<file path="src/mixed_radix_index_converter_defines.svh">
// Assertion macros used by the index converter top level.
`ifndef MIXED_RADIX_INDEX_CONVERTER_DEFINES_SVH
`define MIXED_RADIX_INDEX_CONVERTER_DEFINES_SVH
`ifndef SYNTH
// Same-cycle implication, checked out of reset.
`define MRC_ASSERT_IMP(lbl, ante, cons, msg) \
    lbl: assert property (@(posedge i_clk) disable iff (!i_rst_n) (ante) |-> (cons)) \
        else $error(msg);
// Next-cycle implication, checked out of reset.
`define MRC_ASSERT_NXT(lbl, ante, cons, msg) \
    lbl: assert property (@(posedge i_clk) disable iff (!i_rst_n) (ante) |=> (cons)) \
        else $error(msg);
`else
`define MRC_ASSERT_IMP(lbl, ante, cons, msg)
`define MRC_ASSERT_NXT(lbl, ante, cons, msg)
`endif
`endif

</file>
<file path="src/mrc_pkg.sv">
// Types, constants and helpers of the mixed-radix index converter.
`default_nettype none
package mrc_pkg;
    localparam int MAX_DIMS = 4;
    localparam int FIELD_DIMS = 4;
    localparam int IDX_W = 32;
    localparam int CRD_W = 16;
    localparam int BITS_PER_STG = 4;
    localparam int STG_PER_DIM = IDX_W / BITS_PER_STG;
    localparam int NUM_STG = FIELD_DIMS * STG_PER_DIM;
    localparam int CAP_DIMS = (MAX_DIMS < FIELD_DIMS) ? MAX_DIMS : FIELD_DIMS;

    typedef enum logic {
        OP_JOIN  = 1'b0,
        OP_SPLIT = 1'b1
    } t_op;

    typedef enum logic [2:0] {
        REG_NUM_DIMS = 3'd0,
        REG_SIZE_D0  = 3'd1,
        REG_SIZE_D1  = 3'd2,
        REG_SIZE_D2  = 3'd3,
        REG_SIZE_D3  = 3'd4
    } t_reg;

    typedef struct packed {
        logic [2:0]                        used;
        logic [FIELD_DIMS-1:0][CRD_W-1:0] size;
    } t_cfg;

    typedef struct packed {
        t_op                               op;
        logic [IDX_W-1:0]                  num;
        logic [CRD_W-1:0]                  rem;
        logic [IDX_W-1:0]                  acc;
        logic                              oor;
        logic [FIELD_DIMS-1:0][CRD_W-1:0] crd_in;
        logic [FIELD_DIMS-1:0][CRD_W-1:0] crd_out;
    } t_item;

    // Dimension count in use: zero counts as one, large values saturate.
    function automatic logic [2:0] used_dims(input logic [2:0] num);
        logic [2:0] n;
        n = num;
        if (n == 3'd0) begin
            n = 3'd1;
        end
        if (n > 3'(CAP_DIMS)) begin
            n = 3'(CAP_DIMS);
        end
        return n;
    endfunction
endpackage
`default_nettype wire

</file>
<file path="src/mrc_stage.sv">
// One pipeline stage: four restoring-division steps and, on the first
// stage of a dimension, one Horner multiply-add.
`default_nettype none
module mrc_stage (
    input  wire                i_clk,
    input  wire                i_rst_n,
    input  wire                i_en,
    input  wire  [1:0]         i_dim,
    input  wire                i_first,
    input  wire                i_last,
    input  mrc_pkg::t_cfg      i_cfg,
    input  wire                i_vld,
    input  mrc_pkg::t_item     i_item,
    output logic               o_vld,
    output mrc_pkg::t_item     o_item
);
    logic                         r_vld;
    mrc_pkg::t_item               r_item;
    mrc_pkg::t_item               n_item;
    logic [1:0]                   hd;
    logic [47:0]                  prod;
    logic [mrc_pkg::CRD_W:0]      sh;
    logic [mrc_pkg::CRD_W-1:0]    dvs;

    assign hd  = 2'(mrc_pkg::FIELD_DIMS - 1) - i_dim;
    assign dvs = i_cfg.size[i_dim];

    always_comb begin
        n_item = i_item;
        prod   = '0;
        sh     = '0;
        // Horner step for the dimension counted down from the slowest.
        if (i_first) begin
            n_item.rem = '0;
            if ({1'b0, hd} < i_cfg.used) begin
                prod = i_item.acc * {16'd0, i_cfg.size[hd]};
                n_item.acc = prod[31:0] + {16'd0, i_item.crd_in[hd]};
            end
        end
        // Restoring division, one quotient bit per step. A zero divisor
        // yields an all-ones quotient and the dividend's low CRD_W bits as remainder.
        for (int b = 0; b < mrc_pkg::BITS_PER_STG; b++) begin
            sh = {n_item.rem, n_item.num[mrc_pkg::IDX_W-1]};
            n_item.num = {n_item.num[mrc_pkg::IDX_W-2:0], 1'b0};
            if (sh >= {1'b0, dvs}) begin
                sh = sh - {1'b0, dvs};
                n_item.num[0] = 1'b1;
            end
            n_item.rem = sh[mrc_pkg::CRD_W-1:0];
        end
        if (i_last) begin
            n_item.crd_out[i_dim] = n_item.rem;
        end
    end

    always_ff @(posedge i_clk) begin
        if (!i_rst_n) begin
            r_vld <= 1'b0;
        end else if (i_en) begin
            r_vld <= i_vld;
        end
    end

    always_ff @(posedge i_clk) begin
        if (i_en) begin
            r_item <= n_item;
        end
    end

    assign o_vld  = r_vld;
    assign o_item = r_item;
endmodule
`default_nettype wire

</file>
<file path="config.mk">
export PLATFORM = sky130hd
export DESIGN_NAME = mrc_stage
export DESIGN_NICKNAME = d
export VERILOG_FILES = /design/src/mixed_radix_index_converter_defines.svh /design/src/mrc_pkg.sv /design/src/mrc_stage.sv
export SDC_FILE = /design/constraint.sdc
export NUM_CORES = 1
export LEC_CHECK = 0
export BUFFER_PORTS_ARGS = -buffer_cell sky130_fd_sc_hd__buf_2
export CAP_MARGIN = 20
export CORE_MARGIN = 2
export CORE_UTILIZATION = 45
export DETAILED_ROUTE_END_ITERATION = 8
export GPL_TIMING_DRIVEN = 1
export PLACE_DENSITY = 0.68
export SYNTH_ARGS = -nofsm -noshare
export SYNTH_HDL_FRONTEND = slang
export SYNTH_SLANG_ARGS = --single-unit
</file>
<file path="constraint.sdc">
create_clock -name i_clk -period 19.7 [get_ports i_clk]
set_input_delay 3.94 -clock i_clk [delete_from_list [all_inputs] [get_ports i_clk]]
set_output_delay 3.94 -clock i_clk [all_outputs]
set_load 0.01 [all_outputs]
</file>
### Word-level counts from Yosys, hierarchy flattened

Cells that the tools add are included.

* bits in registers: 211
* input bits: 285
* output and inout bits: 211
* logic and storage cells: 50

* $add $sub $neg: 6
* multiply operators: 1
* magnitude comparators: 8
* mux-type cells: 20
* reductions and logical operators: 1

Operator list (number)
* two-way mux 16 bit: 8
* binary-select mux 16 bit (select 2 bit): 3
* greater-or-equal comparator 17 x 16 -> 1 bit: 4
* bitwise mux 64 bit: 1
* two-way mux 64 bit: 1
* subtractor 16 bit: 4
* two-way mux 48 bit: 1
* adder 32 x 16 -> 32 bit: 1
* demux 16 bit (select 2 bit): 1
* multiplier 32 x 16 -> 32 bit: 1
* two-way mux 32 bit: 1
* < comparator 2 x 3 -> 1 bit, second input constant: 2
* two-way mux 1 bit: 4
* < comparator 2 x 3 -> 1 bit: 1
* greater-or-equal comparator 2 x 1 -> 1 bit, second input constant: 1
* subtractor 2 bit, first input constant: 1
* logical AND 1 bit: 1

### Logic depth before layout (Yosys ltp)

Gate-level depths: netlist (run 1).

* word-level depth: 17
* depth in mapped cells: 56
* depth with buffers taken out: 45

### Worst setup path after synthesis (run 1)

Ideal clock, no wire load.

* kind: input port to flip-flop
* from: input i_dim[0]
* to: register r_item (netlist bit o_item[23]) (data pin)
* library setup time: 267 ps
* data arrival time: 15714 ps
* data required time: 19433 ps
* slack: 3719 ps
* stages: 54
* buffers on the path: 11
* cell sequence: clkbuf_1 > buf_2 > buf_1 > buf_1 > mux4_2 > inv_1 > ha_1 > clkbuf_2 > a21oi_2 > nor2b_1 > or4_1 > nor3_2 > o22ai_1 > buf_2 > buf_1 > o21ai_0 > inv_1 > ha_1 > [... 18 more ...] > nand2b_1 > buf_2 > buf_6 > o22ai_1 > ha_1 > nor2b_1 > o31a_1 > o21ai_0 > a21oi_1 > nor4_1 > o41ai_1 > a31oi_1 > a21oi_1 > a211o_1 > a21oi_4 > buf_8 > mux2i_1 > o21ai_1

RTL lines
* start, declared: line mrc_stage.sv:8 `input wire [1:0] i_dim,`
* end signal, assigned: line mrc_stage.sv:66 `r_item <= n_item;`
* end, declared: line mrc_stage.sv:18 `mrc_pkg::t_item r_item;`

==> results of run 1 <==
registers in the layout, indices dropped and copies added, names as in the netlist:
signal	flops
o_item	210
o_vld	1
per-stage QoR:
stage / utilization / cell area [µm²] / hold slack [ps]
final: 0.527 / 28200 / 584
after global routing: 0.527 / 28200 / 616
after CTS: 0.527 / 28200 / 585
after detailed placement: 0.510 / 27300 / 574
after global placement: 0.510 / 27300 / 562
after floorplan: - / 24200 / 538
tightest hold or removal path: stages, from the launching register on:
cell and delay (ps):
dfxtp_1 340, mux2i_1 130, nor2b_1 60
routing by layer:
metal  track usage  part of all wire  vias to the layer above
li1              -                 -                     8598
met1         0.412              0.39                    10000
met2         0.514              0.48                     1067
met3        0.0508             0.093                      140
met4         0.103             0.034                        4
met5             0           0.00034                        -
layout make-up:
cell class / instances / area share
Clock buffer: 26 / 0.0231
Sequential cell: 211 / 0.224
Multi-Input combinational cell: 1651 / 0.563
Antenna cell: 7 / 0.000621
Timing Repair Buffer: 508 / 0.0917
Tap cell: 696 / 0.0309
Inverter: 426 / 0.0567
Clock inverter: 22 / 0.0102
path summary, 6_finish.rpt:
check	start	endpoint	slack, ps	cells after the start
worst max register to register	o_vld	o_vld	19020	2
worst min-delay path	o_vld	o_vld	580	2
worst max-delay path	i_dim[0]	o_item[50]	2920	46
worst min register to register	o_vld	o_vld	580	2
logic make-up (layout without fill, tap and decap cells):
logic type,count (synthesis),after routing,share of synthesized area
AO/OA/AOI/OAI,290,290,0.0739
XOR/XNOR,99,99,0.0358
adder cells (fa/ha/maj),471,471,0.343
buffers and inverters,535,982,0.0839
flip-flops,211,211,0.261
multiplexers,107,107,0.0736
other,0,7,0
AND/OR/NAND/NOR,684,684,0.128
layout by cell type, fill, tap and decap left out, types with 4 or more instances in the layout:
cell type / instances
o21ai_0: 93
nor2_1: 38
or4_1: 6
xnor2_1: 66
nor3_1: 11
nor4_1: 6
buf_2: 493
bufinv_16: 5
o31ai_1: 5
a21oi_1: 52
nand2_1: 424
inv_1: 426
clkinv_2: 4
o21ai_1: 34
nand4_1: 11
clkbuf_16: 26
nand3_1: 18
mux2_2: 31
diode_2: 7
nand2b_1: 16
buf_4: 14
mux2i_4: 4
nor2b_1: 33
xor2_1: 33
and3_1: 6
clkinv_1: 4
a21o_1: 29
o21bai_1: 9
and2_1: 104
mux2i_1: 19
o211ai_1: 5
o21a_1: 11
mux4_2: 48
a31oi_1: 7
inv_6: 4
edfxtp_1: 210
a211oi_1: 7
fa_1: 323
ha_1: 148
==> run summary, run 1 <==
Setup Buffers After CTS - 0
Outcome - complete, no violations
Pin count of the biggest net entering global routing - 77
Core box area - 53500 µm²
Most frequent cell after synthesis - inv_1
Synth unique cells - 65
TritonCTS buffer count - 26
I/O pin total - 496
Register Area - 6330 µm²
Synth area leaders - fa_1 27%, edfxtp_1 26%, ha_1 7.6%, inv_1 6.6%, nand2_1 6.6%
Ys async rst share - 0
DIE WIDTH - 236 µm
Final hold vios - 0
Setup-failing EPs final - 0
Place WS - 2420 ps
Clk root buf - clkbuf_16
FP Rows - 85
Gr ovfl total - 0
Multi-input logic area - 15900 µm²
Worst min-delay path class - reg2reg
Clock tree buffer depth - 3
Avg Cell Area, Syn - 10.1 µm²
Pre-antenna DRT Iters - 5
Critical path's slowest cell - a21oi_4
WP data required - 20000 ps
Share of cells above drive strength 1 - 0.230
Die height - 236 µm
Antenna Nets Post-Route - 0
Vias in the first global route - 20300
TritonCTS clock tree - yes
RSZ-0062 raised after global routing - false
Clock Sinks - 211
Post-synth EDFFs - 210
Aggregate global-route resource usage - 0.309
Post-route DRC - 0
Total wire length - 86000 µm
Clk_lat worst skew - 590 ps
TNS Setup - 0 ps
Syn Inst Count - 2397
Slowest stage delay, CP - 780 ps
Total die area - 55700 µm²
Worst-path clk slew - 60 ps
Yosys reg bits - 211
Routed wire per std cell - 24.3 µm
Post-placement cell count - 3492
Estimated wirelength of the detail-placed design - 68900 µm
CTS resizes - 0
Yosys top cell area share - 0.267
Filler cells - 4805
Register area share after synthesis - 0.261
Synth area leader - fa_1
Post-Syn Nets - 3153
YS warnings - 0
Worst setup EP type - flop
CP Launch Type - primary input
Initial DRC count - 1608
Final cell count without fillers - 3547
WS Path Type - in2reg
Crit path DAT - 17080 ps
Main synth FF type - edfxtp_1
Vias - 19800
Clk_skew - 0 ps
CP max FO - 27
CTS H-tree depth - 1
Max-cap violations - 0
Initial core utilization - 0.453
Commonest cells post-synth - 426 x inv_1, 424 x nand2_1, 323 x fa_1, 210 x edfxtp_1, 148 x ha_1
Max-slew violation count - 0
Setup ws final - 2920 ps
Period utilization - 0.852
# nets final - 3580
Max Freq - 59.6 MHz
Max-slew headroom - 0.316
First-pass GRT wire length - 128000 µm
Worst-margin pin slew - 1020 ps
Placer Congestion - 1.00
WP buf/inv - 6
Post-CTS Hold Fix Bufs - 0
Min Tclk post-route - 16780 ps
Initial antenna violation count - 11
Syn-to-layout area delta - 16.5%
Synthesized cell area - 24200 µm²
Delay-heaviest family, CP - compound AO/OA/AOI/OAI gates
Via density - 5.59
I/O Buffers - 495
Power of run 1 is not shown: default switching activity piles up to over one toggle a cycle in this logic, so the estimate is an artifact.
==> inputs of run 2 (changes only) <==
--- a/config.mk
+++ b/config.mk
@@ -11,7 +11,7 @@
 export CORE_UTILIZATION = 45
 export DETAILED_ROUTE_END_ITERATION = 8
 export GPL_TIMING_DRIVEN = 1
-export PLACE_DENSITY = 0.68
+export PLACE_DENSITY = 0.7
 export SYNTH_ARGS = -nofsm -noshare
 export SYNTH_HDL_FRONTEND = slang
 export SYNTH_SLANG_ARGS = --single-unit
==> constraint.sdc (replaced) <==
create_clock -name i_clk -period 14.7 [get_ports i_clk]
set_input_delay 2.94 -clock i_clk [delete_from_list [all_inputs] [get_ports i_clk]]
set_output_delay 2.94 -clock i_clk [all_outputs]
set_load 0.01 [all_outputs]
==> run 2 against run 1 <==
Effect of this change: worst hold slack got worse by 50 ps; global-route usage shrank 0.068 points; wire length down 0.22%; sequential share of layout area down 0.16 points; count of clock-buffer cells in the layout up 7.
==> run summary, run 2 (synthesis gave the netlist of run 1 again) <==
Max Freq - 71.9 MHz
Final cell count without fillers - 3567 (+0.56%)
Initial core utilization - 0.453 (unchanged)
CP Launch Type - primary input
Worst r2r src - o_vld
Worst-path clk slew - 60 ps (about the same)
Die height - 236 µm (unchanged)
Period utilization - 0.946
Clock tree buffer depth - 3 (unchanged)
DIE WIDTH - 236 µm (unchanged)
Clock Sinks - 211 (unchanged)
Delay-heaviest family, CP - compound AO/OA/AOI/OAI gates
Total die area - 55700 µm² (unchanged)
Estimated wirelength of the detail-placed design - 68800 µm (-0.10%)
WP buf/inv - 7 (+1)
Vias in the first global route - 20500 (+0.84%)
Post-placement cell count - 3511 (+0.54%)
Antenna Nets Post-Route - 0 (unchanged)
Post-layout util - 0.531 (+0.00379)
FF-to-FF path depth - 2 (unchanged)
Share of cells above drive strength 1 - 0.236 (+0.00651)
I/O Buffers - 495 (unchanged)
Max-slew violation count - 0 (unchanged)
Post-route DRC - 0 (unchanged)
Most common cell after layout, fill and taps aside - buf_2
Pin count of the biggest net entering global routing - 88 (+14%)
Gr ovfl total - 0 (unchanged)
Worst setup EP type - flop
Max-slew headroom - 0.354 (+0.0376)
Critical Path End - o_item[34]
Outcome - complete, no violations
Worst reg2reg setup slack - 14100 ps (-4920 ps)
Slowest stage delay, CP - 580 ps (-200 ps)
FF-to-FF End - o_vld
First-pass GRT wire length - 128000 µm (about the same)
Crit. path cell count - 47 (+2.2%)
Clk root buf - clkbuf_16
WS Path Type - in2reg
Worst-margin pin slew - 969 ps (-54.2 ps)
Total wire length - 85800 µm (-0.22%)
TritonCTS buffer count - 26 (unchanged)
Most frequent cells in the layout - 493 x buf_2, 426 x inv_1, 424 x nand2_1
Routed wire per std cell - 24.1 µm (-0.78%)
Placer Congestion - 1.01 (+0.89%)
Post-CTS Hold Fix Bufs - 0 (unchanged)
Syn-to-layout area delta - 17.3%
Crit path from - i_dim[1]
Min Tclk post-route - 13910 ps
Initial DRC count - 1527 (-5.0%)
Filler cells - 4786 (-0.40%)
Initial antenna violation count - 10 (-1)
Pre-antenna DRT Iters - 5 (unchanged)
I/O pin total - 496 (unchanged)
Vias - 19900 (+0.36%)
Cell Area, Placed - 27400 µm² (+0.62%)
Aggregate global-route resource usage - 0.308 (-0.000681)
Clk_lat worst skew - 580 ps (about the same)
Design area - 28400 µm² (+0.72%)
Final hold vios - 0 (unchanged)
CP max FO - 23 (-15%)
Worst min-delay path class - reg2reg
Crit-path most repeated cell - o21ai_0
Hold path cells - 2 (unchanged)
Largest register FFs - 210 (unchanged)
Core box area - 53500 µm² (unchanged)
Via density - 5.58 (-0.20%)
RSZ-0062 raised after global routing - false
Setup-failing EPs final - 0 (unchanged)
TritonCTS clock tree - yes
WP data required - 15000 ps (-5000 ps)
CTS H-tree depth - 1 (unchanged)
Hold Path Origin - o_vld
Critical path's slowest cell - mux2i_1
# nets final - 3599 (+0.53%)
Clk_skew - 0 ps (unchanged)
FP Rows - 85 (unchanged)
Crit path DAT - 14210 ps (-2870 ps)
Max-cap violations - 0 (unchanged)
==> run 2: per-layer routing <==
layer | vias up | GRT usage | part of all wire
met2 | 1020 | 0.494 | 0.47
li1 | 8630 | - | -
met5 | - | 0 | 0.00031
met4 | 4 | 0.126 | 0.045
met3 | 158 | 0.0623 | 0.089
met1 | 10100 | 0.410 | 0.40
==> run 2: what timing repair did <==
| item | in CTS | in global routing |
|---|---|---|
| buffers inserted | 0 | 0 |
| endpoints found under the hold margin | 0 | 0 |
| gates resized for setup | 0 | 4 |
| endpoints found under the setup margin | 0 | 57 |
==> run 2: worst register-to-register path, stage by stage, from the launching register on <==
cell and delay [ps]:
dfxtp_1 310, mux2i_1 120, nor2b_1 60
==> run 2: through the flow <==
stage	TNS (ps)	hold WS, ps	worst slack [ps]
finish	0	534	792
global route	0	555	73.2
CTS	0	533	545
detailed placement	-6.36	526	-6.36
global placement	0	507	225
floorplan	0	538	121
==> run 2: cell type report <==
type | count | area (µm²) | share of cell area
multi-input combinational | 1651 | 15900 | 0.559
sequential | 211 | 6330 | 0.223
timing repair buffer | 527 | 2760 | 0.0971
inverter | 426 | 1600 | 0.0563
tap | 696 | 871 | 0.0306
clock buffer | 33 | 727 | 0.0256
clock inverter | 15 | 226 | 0.00797
antenna | 8 | 20.0 | 0.000704
==> run 2: worst min-delay path by stage <==
stage / endpoint / slack [ps]
final: o_vld / 530
after global routing: o_vld / 550
after CTS: o_vld / 530
after detailed placement: o_vld / 530
after global placement: o_vld / 510
after floorplan: o_vld / 540
Power of run 2 is left out for the same reason.
