<file path="src/mixed_radix_index_converter_defines.svh">
// Assertion macros used by the index converter top level.
`ifndef MIXED_RADIX_INDEX_CONVERTER_DEFINES_SVH
`define MIXED_RADIX_INDEX_CONVERTER_DEFINES_SVH
`ifndef SYNTH
// Same-cycle implication, checked out of reset.
`define MRC_ASSERT_IMP(lbl, ante, cons, msg) \
    lbl: assert property (@(posedge i_clk) disable iff (!i_rst_n) (ante) |-> (cons)) \
        else $error(msg);
// Next-cycle implication, checked out of reset.
`define MRC_ASSERT_NXT(lbl, ante, cons, msg) \
    lbl: assert property (@(posedge i_clk) disable iff (!i_rst_n) (ante) |=> (cons)) \
        else $error(msg);
`else
`define MRC_ASSERT_IMP(lbl, ante, cons, msg)
`define MRC_ASSERT_NXT(lbl, ante, cons, msg)
`endif
`endif

</file>
<file path="src/mrc_pkg.sv">
// Types, constants and helpers of the mixed-radix index converter.
`default_nettype none
package mrc_pkg;
    localparam int MAX_DIMS = 4;
    localparam int FIELD_DIMS = 4;
    localparam int IDX_W = 32;
    localparam int CRD_W = 16;
    localparam int BITS_PER_STG = 4;
    localparam int STG_PER_DIM = IDX_W / BITS_PER_STG;
    localparam int NUM_STG = FIELD_DIMS * STG_PER_DIM;
    localparam int CAP_DIMS = (MAX_DIMS < FIELD_DIMS) ? MAX_DIMS : FIELD_DIMS;

    typedef enum logic {
        OP_JOIN  = 1'b0,
        OP_SPLIT = 1'b1
    } t_op;

    typedef enum logic [2:0] {
        REG_NUM_DIMS = 3'd0,
        REG_SIZE_D0  = 3'd1,
        REG_SIZE_D1  = 3'd2,
        REG_SIZE_D2  = 3'd3,
        REG_SIZE_D3  = 3'd4
    } t_reg;

    typedef struct packed {
        logic [2:0]                        used;
        logic [FIELD_DIMS-1:0][CRD_W-1:0] size;
    } t_cfg;

    typedef struct packed {
        t_op                               op;
        logic [IDX_W-1:0]                  num;
        logic [CRD_W-1:0]                  rem;
        logic [IDX_W-1:0]                  acc;
        logic                              oor;
        logic [FIELD_DIMS-1:0][CRD_W-1:0] crd_in;
        logic [FIELD_DIMS-1:0][CRD_W-1:0] crd_out;
    } t_item;

    // Dimension count in use: zero counts as one, large values saturate.
    function automatic logic [2:0] used_dims(input logic [2:0] num);
        logic [2:0] n;
        n = num;
        if (n == 3'd0) begin
            n = 3'd1;
        end
        if (n > 3'(CAP_DIMS)) begin
            n = 3'(CAP_DIMS);
        end
        return n;
    endfunction
endpackage
`default_nettype wire

</file>
<file path="src/mrc_cfg.sv">
// APB register file holding the dimension count and dimension sizes.
`default_nettype none
module mrc_cfg (
    input  wire                i_clk,
    input  wire                i_rst_n,
    input  wire                psel,
    input  wire                penable,
    input  wire                pwrite,
    input  wire  [4:0]         paddr,
    input  wire  [31:0]        pwdata,
    output logic [31:0]        prdata,
    output logic               pready,
    output mrc_pkg::t_cfg      o_cfg
);
    logic [2:0]                                          r_num_dims;
    logic [mrc_pkg::FIELD_DIMS-1:0][mrc_pkg::CRD_W-1:0] r_size;
    logic                                                wr_en;
    mrc_pkg::t_reg                                       reg_idx;

    assign pready  = 1'b1;
    assign wr_en   = psel && penable && pwrite;
    assign reg_idx = mrc_pkg::t_reg'(paddr[4:2]);

    // Register writes; indexes past the list are dropped.
    always_ff @(posedge i_clk) begin
        if (!i_rst_n) begin
            r_num_dims <= 3'd1;
            for (int d = 0; d < mrc_pkg::FIELD_DIMS; d++) begin
                r_size[d] <= mrc_pkg::CRD_W'(1);
            end
        end else if (wr_en) begin
            case (reg_idx)
                mrc_pkg::REG_NUM_DIMS: r_num_dims <= pwdata[2:0];
                mrc_pkg::REG_SIZE_D0:  r_size[0] <= pwdata[mrc_pkg::CRD_W-1:0];
                mrc_pkg::REG_SIZE_D1:  r_size[1] <= pwdata[mrc_pkg::CRD_W-1:0];
                mrc_pkg::REG_SIZE_D2:  r_size[2] <= pwdata[mrc_pkg::CRD_W-1:0];
                mrc_pkg::REG_SIZE_D3:  r_size[3] <= pwdata[mrc_pkg::CRD_W-1:0];
                default: ;
            endcase
        end
    end

    // Read mux.
    always_comb begin
        case (reg_idx)
            mrc_pkg::REG_NUM_DIMS: prdata = {29'd0, r_num_dims};
            mrc_pkg::REG_SIZE_D0:  prdata = {16'd0, r_size[0]};
            mrc_pkg::REG_SIZE_D1:  prdata = {16'd0, r_size[1]};
            mrc_pkg::REG_SIZE_D2:  prdata = {16'd0, r_size[2]};
            mrc_pkg::REG_SIZE_D3:  prdata = {16'd0, r_size[3]};
            default:               prdata = 32'd0;
        endcase
    end

    assign o_cfg.used = mrc_pkg::used_dims(r_num_dims);
    assign o_cfg.size = r_size;
endmodule
`default_nettype wire

</file>
<file path="config.mk">
export PLATFORM = sky130hd
export DESIGN_NAME = mrc_cfg
export DESIGN_NICKNAME = d
export VERILOG_FILES = /design/src/mixed_radix_index_converter_defines.svh /design/src/mrc_pkg.sv /design/src/mrc_cfg.sv
export SDC_FILE = /design/constraint.sdc
export NUM_CORES = 1
export LEC_CHECK = 0
export BUFFER_PORTS_ARGS = -buffer_cell sky130_fd_sc_hd__buf_2
export CAP_MARGIN = 15
export CORE_ASPECT_RATIO = 1.5
export CORE_MARGIN = 4
export CORE_UTILIZATION = 30
export CTS_CLUSTER_SIZE = 16
export DETAILED_ROUTE_END_ITERATION = 7
export PLACE_DENSITY = 0.59
export RECOVER_POWER = 25
export SLEW_MARGIN = 20
export SYNTH_ARGS = -nofsm -noshare
export SYNTH_HDL_FRONTEND = slang
export SYNTH_SLANG_ARGS = --single-unit
export TNS_END_PERCENT = 20
</file>
<file path="constraint.sdc">
create_clock -name i_clk -period 1.3 [get_ports i_clk]
set_clock_uncertainty 0.1 [all_clocks]
set_input_delay 0.26 -clock i_clk [delete_from_list [all_inputs] [get_ports i_clk]]
set_output_delay 0.26 -clock i_clk [all_outputs]
set_load 0.01 [all_outputs]
</file>
**Yosys cells after proc, flatten, opt, wreduce, memory -nomap -nowiden**

Cells that the tools add are included.

- Muxes and demuxes: 3
- Order comparisons: 1
- Equal/unequal tests: 4
- Reductions and logical operators: 9

Operators with widths:

| kind | count |
|---|---|
| 16-bit one-hot mux with 5 select lines | 1 |
| 2-bit AND reduction | 5 |
| 3-bit by 2-bit equality test with 1-bit output (second input constant) | 2 |
| 3-bit zero test | 2 |
| 3-bit 2-to-1 mux | 2 |
| 3-bit by 1-bit equality test with 1-bit output (second input constant) | 1 |
| 3-bit equality test (second input constant) | 1 |
| 3-bit greater-than comparator (second input constant) | 1 |
| 1-bit logical AND | 2 |

- Register bits after elaboration: 67
- Logic and storage cells: 22
- Output and inout bits: 100
- Input bits: 42

**Depth between registers and ports, before layout**

Gate-level depths: netlist of run 1.

- Depth in word-level cells: 4
- Mapped depth: 6
- Mapped depth without buffers: 3

**Worst setup path before layout of run 1**

Ideal clock, no wire load.

- Kind: input to output
- Start: in paddr[4]
- End: out prdata[10]
- Arrival: 1200 ps
- Stages on the path: 5
- Slack: -260 ps
- Path buffers: 2
- Required time: 940 ps
- Cell sequence: buf_6 > and2b_1 > clkbuf_1 > a22oi_1 > o22ai_1

- Word-level cells in the longest chain between the ends: 2
- Elaborated cells on any way between the ends: 6
- Classes of those cells: 4 x eq/ne; 1 x mux; 1 x reduce/logical

RTL lines:

| what | RTL line | source |
|---|---|---|
| start, declared | mrc_cfg.sv:9 | `input wire [4:0] paddr,` |
| 3-bit equality test (tied with other cells) | mrc_cfg.sv:45 | `case (reg_idx)` |
| 16-bit one-hot mux with 5 select lines * | mrc_cfg.sv:45 |  |
| end, declared | mrc_cfg.sv:11 | `output logic [31:0] prdata,` |

Mark *: on every way between the ends. The rest lies on a longest branch, timed or not.

**Final worst setup path of run 1**

- Start: reg r_size, in the netlist o_cfg[17]
- End: out prdata[1]

- Word-level cells in the longest chain between the ends: 1

RTL lines:

| what | RTL line | source |
|---|---|---|
| start, declared | mrc_cfg.sv:16 | `logic [mrc_pkg::FIELD_DIMS-1:0][mrc_pkg::CRD_W-1:0] r_size;` |
| start signal, assigned by index | mrc_cfg.sv:29 | `r_size[d] <= mrc_pkg::CRD_W'(1);` |
| 16-bit one-hot mux with 5 select lines | mrc_cfg.sv:45 |  |

No other way between the ends.

==> impl_metrics.yaml, run 1 <==
finish:
  fin_cells: 598
  drive_above_1_share: 0.418
  fin_nets: 494
  antenna_cells: 0
  seq_area_mm2: 0.00135
  final_util: 0.434
  multi_input_area_mm2: 0.00175
  layout_common_cells: "96 x buf_2, 80 x mux2i_1, 78 x nand2_1, 61 x dfxtp_1, 23 x buf_4"
  final_common_cell: "buf_2"
  nFillCells: 1023
  area_growth_pct: 39.9
power_and_ir_drop:
  ir_drop_mv: 0.636
  power_leakage_uw: 0.00190
  power_density_mw_per_mm2: 1060
synthesis:
  postSynthAreaPerCell_um2: 9.66
  synth-seq-cells: 67
  ys_types: 25
  synth_compound_area_frac: 0.0780
  yosys_warnings: 0
  synth_top_family_by_area: "multiplexers"
  synth_fa_ha_area_frac: 0
  synthCells: 329
  synthSimpleGateAreaFrac: 0.135
  synthXorXnorAreaFrac: 0
  ys_seq_area_frac: 0.422
  synth_area_mm2: 0.00318
  synth_mux_area_frac: 0.263
drt:
  firstDrtPassIters: 4
  wire_per_inst_um: 15.7
  drt_iter0_markers: 129
  viasPerCell: 4.67
  drtAntennaViolNets: 0
  route.detailed.drc: 0
  vias: 2790
  routed_wl_um: 9380
critical_path:
  end_kind: "output pin"
  cp_max_fo: 2
  worst-setup-path-type: "reg -> out"
  start_kind: "flop"
  arrival_ns: 1.30
  rr_worst_depth: 4
  crit_required_ns: 0.94
grt:
  antenna_found_initial: 0
  overflow: 0
  grt_pass1_vias: 2828
  grt_pass1_wl_um: 14600
  grt_usage: 0.151
  grt_max_degree: 49
placed_design:
  place.gp.congestion: 0.778
  place_ws_ns: -0.302
  placed_cells: 581
  dp_hpwl_um: 6890
  portBuffers: 106
clock_network:
  cts_hold_buf: 0
  cts_root_buffer: "clkbuf_16"
  max-clock-path-buffers: 2
  clk_pin_slew_worst_paths_ns: 0.05
  worstSkewPairLatency_ns: 0.32
  clkSinkCount: 67
  cts_max_level: 3
  tritoncts: "built"
  cts_made_buffers: 9
floorplan:
  dieArea_mm2: 0.0123
  die_h_um: 134
  io_pins: 142
  fp.dieW_um: 92.0
  core_region_area_mm2: 0.0102
  rows: 45
  start_util: 0.310
timing:
  fin_crit_sh: 1.27
  setup_slack_ns: -0.356
  setup_violations: 18
  slew_viol_final: 0
  period_minus_slack_ns: 1.66
  fmax_ghz: 0.604
  rsz0062_at_grt: "true"
  finalHoldViolations: 0
outcome:
  status: "finished, violations left"
  violations: "negative setup slack"
hold_path:
  worstHoldPathType: "in -> reg"
  min_path_cells: 3
run:
  maxCapViolations: 0
==> synth_stat cells, drive strengths merged <==
library cell	instances	area, µm²
buf	30	263
and3	1	6.26
dfxtp	67	1340
nor2	1	3.75
nor3	1	16.3
and4b	1	10.0
o22ai	16	100
and3b	2	17.5
and2b	2	15.0
nand4	1	6.26
clkbuf	13	48.8
nor2b	9	56.3
a21oi	1	5.00
mux2	3	33.8
mux2i	80	801
nand2	78	293
nand2b	1	6.26
a22oi	19	143
inv	1	3.75
conb	2	7.51
==> stage by stage <==
stage | power (µW) | setup TNS [ns] | hold slack [ns] | instance area, µm²
final | 4720 | -4.21 | 0.168 | 4440
after global routing | 4910 | -6.64 | 0.182 | 4440
after CTS | 4800 | -4.50 | 0.157 | 4400
after detailed placement | 2520 | -18.93 | 0.365 | 4100
after global placement | 2520 | -17.90 | 0.357 | 4100
after floorplan | 2400 | -4.68 | 0.360 | 3400
==> metal layers <==
metal | up-vias | share of wire | track usage
met3 | 10 | 0.049 | 0.0303
met2 | 86 | 0.54 | 0.285
met4 | 0 | 0.018 | 0.0554
met1 | 1337 | 0.39 | 0.163
met5 | - | 0 | 0
li1 | 1357 | - | -
==> cell families after synthesis <==
kind of cell,count (synthesis)
flip-flops,67
other,2
AO/OA/AOI/OAI,36
AND/OR/NAND/NOR,97
multiplexers,83
buffers and inverters,44
==> final cells by class <==
type	count	share of cell area
tap	141	0.0397
multi-input combinational	233	0.395
clock buffer	12	0.0577
timing repair buffer	140	0.198
inverter	1	0.000845
sequential	67	0.304
clock inverter	4	0.00563
==> worst paths after layout <==
check                           slack, ns                endpoint              startpoint
worst min register to register       0.37   o_cfg[6]$_SDFFE_PN0P_   o_cfg[6]$_SDFFE_PN0P_
worst max register to register       0.39  o_cfg[18]$_SDFFE_PN0P_  o_cfg[18]$_SDFFE_PN0P_
worst min-delay path                 0.17  o_cfg[57]$_SDFFE_PN0P_               pwdata[9]
worst max-delay path                -0.36               prdata[1]  o_cfg[17]$_SDFFE_PN0P_
==> where the power goes <==
group,switching [µW],total (µW),internal [µW]
registers,13.5,2080,2070
clock network,849,2240,1390
logic,237,403,166
total,1100,4720,3620
==> what timing repair did <==
item                       CTS  global route
pin swaps                    0            10
setup endpoints to repair   18            28
setup buffers                0             1
gates resized for setup      8            25
cloned                       0             0
==> registers in the layout, summed over array words and instances (netlist names) <==
name / flops
o_cfg: 64
r_num_dims: 3
==> critical path, cell delays in order (launching register included) <==
cell and delay [ns]:
dfxtp_2 0.32, mux2_4 0.27, a22oi_2 0.17, o22ai_2 0.08, buf_2 0.14
No activity file was read; power rests on OpenSTA's default activity.
==> run 2: changes to the inputs <==
--- a/config.mk
+++ b/config.mk
@@ -13,7 +13,6 @@
 export CTS_CLUSTER_SIZE = 16
 export DETAILED_ROUTE_END_ITERATION = 7
 export PLACE_DENSITY = 0.59
-export RECOVER_POWER = 25
 export SLEW_MARGIN = 20
 export SYNTH_ARGS = -nofsm -noshare
 export SYNTH_HDL_FRONTEND = slang
==> run 2 against run 1 <==
The run still ends with negative setup slack left. Cell count stayed put. Utilization is 0.42 points higher. Clock power hardly changed. Combinational power is 1% higher. Register-to-register slack hardly changed. Non-clock buffer count stayed put. Maximum frequency is 0.13% higher. Routed wire length is 0.70% lower. Sequential share of layout area is 0.29 points lower. Setup slack better by 0.0021 ns. Critical path type unchanged. Largest cell class unchanged.
==> impl_metrics.yaml, run 2 (synthesis results as in run 1) <==
grt:
  grt_max_degree: 49
  grt_pass1_wl_um: 14600
  grt_pass1_vias: 2828
  grt_usage: 0.151
  antenna_found_initial: 0
  overflow: 0
drt:
  routed_wl_um: 9320
  drtAntennaViolNets: 0
  wire_per_inst_um: 15.6
  firstDrtPassIters: 4
  viasPerCell: 4.66
  vias: 2787
  route.detailed.drc: 0
  drt_iter0_markers: 134
floorplan:
  io_pins: 142
  fp.dieW_um: 92.0
  die_h_um: 134
  start_util: 0.310
  dieArea_mm2: 0.0123
  rows: 45
  core_region_area_mm2: 0.0102
finish:
  layout_common_cells: "102 x buf_2, 80 x mux2i_1, 78 x nand2_1, 61 x dfxtp_1, 23 x buf_4"
  nFillCells: 1021
  largest_reg_flops: 64
  drive_above_1_share: 0.431
  antenna_cells: 0
  final_area_mm2: 0.00449
  fin_nets: 494
  area_growth_pct: 41.2
  fin_cells: 598
  final_util: 0.438
  final_common_cell: "buf_2"
timing:
  fin_crit_sh: 1.27
  finalHoldViolations: 0
  setup_violations: 18
  rsz0062_at_grt: "true"
  hold_ws_ns: 0.171
  period_minus_slack_ns: 1.65
  slew_viol_final: 0
  setup_slack_ns: -0.354
  fmax_ghz: 0.605
critical_path:
  slowest_delay_ns: 0.32
  crit_chain: "mux2_4, a22oi_2, o22ai_2, buf_2"
  crit_required_ns: 0.94
  worst-setup-path-type: "reg -> out"
  crit_cells: 4
  crit-reg2reg-capture: "o_cfg[18]$_SDFFE_PN0P_"
  cp_max_fo: 2
  reg2reg_from: "o_cfg[18]$_SDFFE_PN0P_"
  arrival_ns: 1.29
  rr_worst_depth: 4
  slowest_stage: "dfxtp_2"
  cp.buffers_inverters: 1
  reg2reg_slack_ns: 0.39
  crit_family: "flip-flops"
  start_kind: "flop"
  end_kind: "output pin"
outcome:
  status: "finished, violations left"
  violations: "negative setup slack"
power_and_ir_drop:
  p_switching_uw: 1090
  power_density_mw_per_mm2: 1050
  combPwrFrac: 0.086
  power_switching_share: 0.232
  p_int_uw: 3630
  ir_drop_mv: 0.623
  seq_power_share: 0.441
  power_leakage_uw: 0.00193
  clockPowerShare: 0.472
clock_network:
  cts_root_buffer: "clkbuf_16"
  tritoncts: "built"
  worstSkewPairLatency_ns: 0.32
  max-clock-path-buffers: 2
  cts_max_level: 3
  clkSinkCount: 67
  cts_hold_buf: 0
  cts_made_buffers: 9
  clk_pin_slew_worst_paths_ns: 0.05
hold_path:
  min_from: "pwdata[9]"
  worstHoldPathType: "in -> reg"
  min_path_cells: 3
  min_to: "o_cfg[57]$_SDFFE_PN0P_"
placed_design:
  dp_hpwl_um: 6890
  dpl-instance-area_mm2: 0.00410
  portBuffers: 106
  place_ws_ns: -0.302
  place.gp.congestion: 0.778
  placed_cells: 581
run:
  maxCapViolations: 0
==> run 2: cell types whose count changed in the layout (fill, tap and decap cells not counted) <==
cell and change:
buf_2 +6, clkbuf_1 -6, buf_12 +2, clkbuf_4 -2, buf_8 +1, clkbuf_2 -1
==> run 2: power groups by stage <==
stage	Clock [µW]	Combinational (µW)	Sequential [µW]
after floorplan	0	266	2130
after global placement	0	390	2130
after detailed placement	0	392	2130
after CTS	2320	396	2080
after global routing	2390	441	2080
final	2230	408	2080
==> run 2: worst max path at each step <==
stage	start	end	slack [ns]
6_report	o_cfg[17]$_SDFFE_PN0P_	prdata[1]	-0.35
5_1_grt	o_cfg[17]$_SDFFE_PN0P_	prdata[1]	-0.41
4_1_cts	o_cfg[18]$_SDFFE_PN0P_	prdata[2]	-0.35
3_5_place_dp	paddr[4]	prdata[2]	-0.30
3_3_place_gp	paddr[4]	prdata[2]	-0.30
2_1_floorplan	paddr[4]	o_cfg[17]$_SDFFE_PN0P_	-0.12
==> run 2: repair_timing <==
action / 4_1_cts / 5_1_grt
cloned: 0 / 0
endpoints found under the setup margin: 18 / 28
resized for setup: 8 / 25
setup buffers: 0 / 1
pin swaps: 0 / 10
endpoints found under the hold margin: 0 / 0
==> run 2: metal layers <==
layer	routed length, µm	track usage
met5	0	0
met2	5130	0.285
met1	3660	0.163
met4	107	0.0554
met3	415	0.0303
==> run 2: tightest hold or removal path, cell delays in order <==
cell and delay (ns):
buf_2 0.08, nand2_1 0.08, mux2i_1 0.13
==> run 2: cell type report <==
class                      count  area [µm²]  share of cell area
multi-input combinational    233        1750               0.391
timing repair buffer         140         921               0.205
clock buffer                  12         256              0.0572
inverter                       1        3.75            0.000837
tap                          141         176              0.0393
clock inverter                 4        25.0             0.00558
sequential                    67        1350               0.301
==> run 2: through the flow <==
stage | power, µW | setup TNS [ns]
finish | 4720 | -3.22
global route | 4920 | -4.19
detailed placement | 2520 | -18.93
global placement | 2520 | -17.90
CTS | 4800 | -4.50
floorplan | 2400 | -4.68
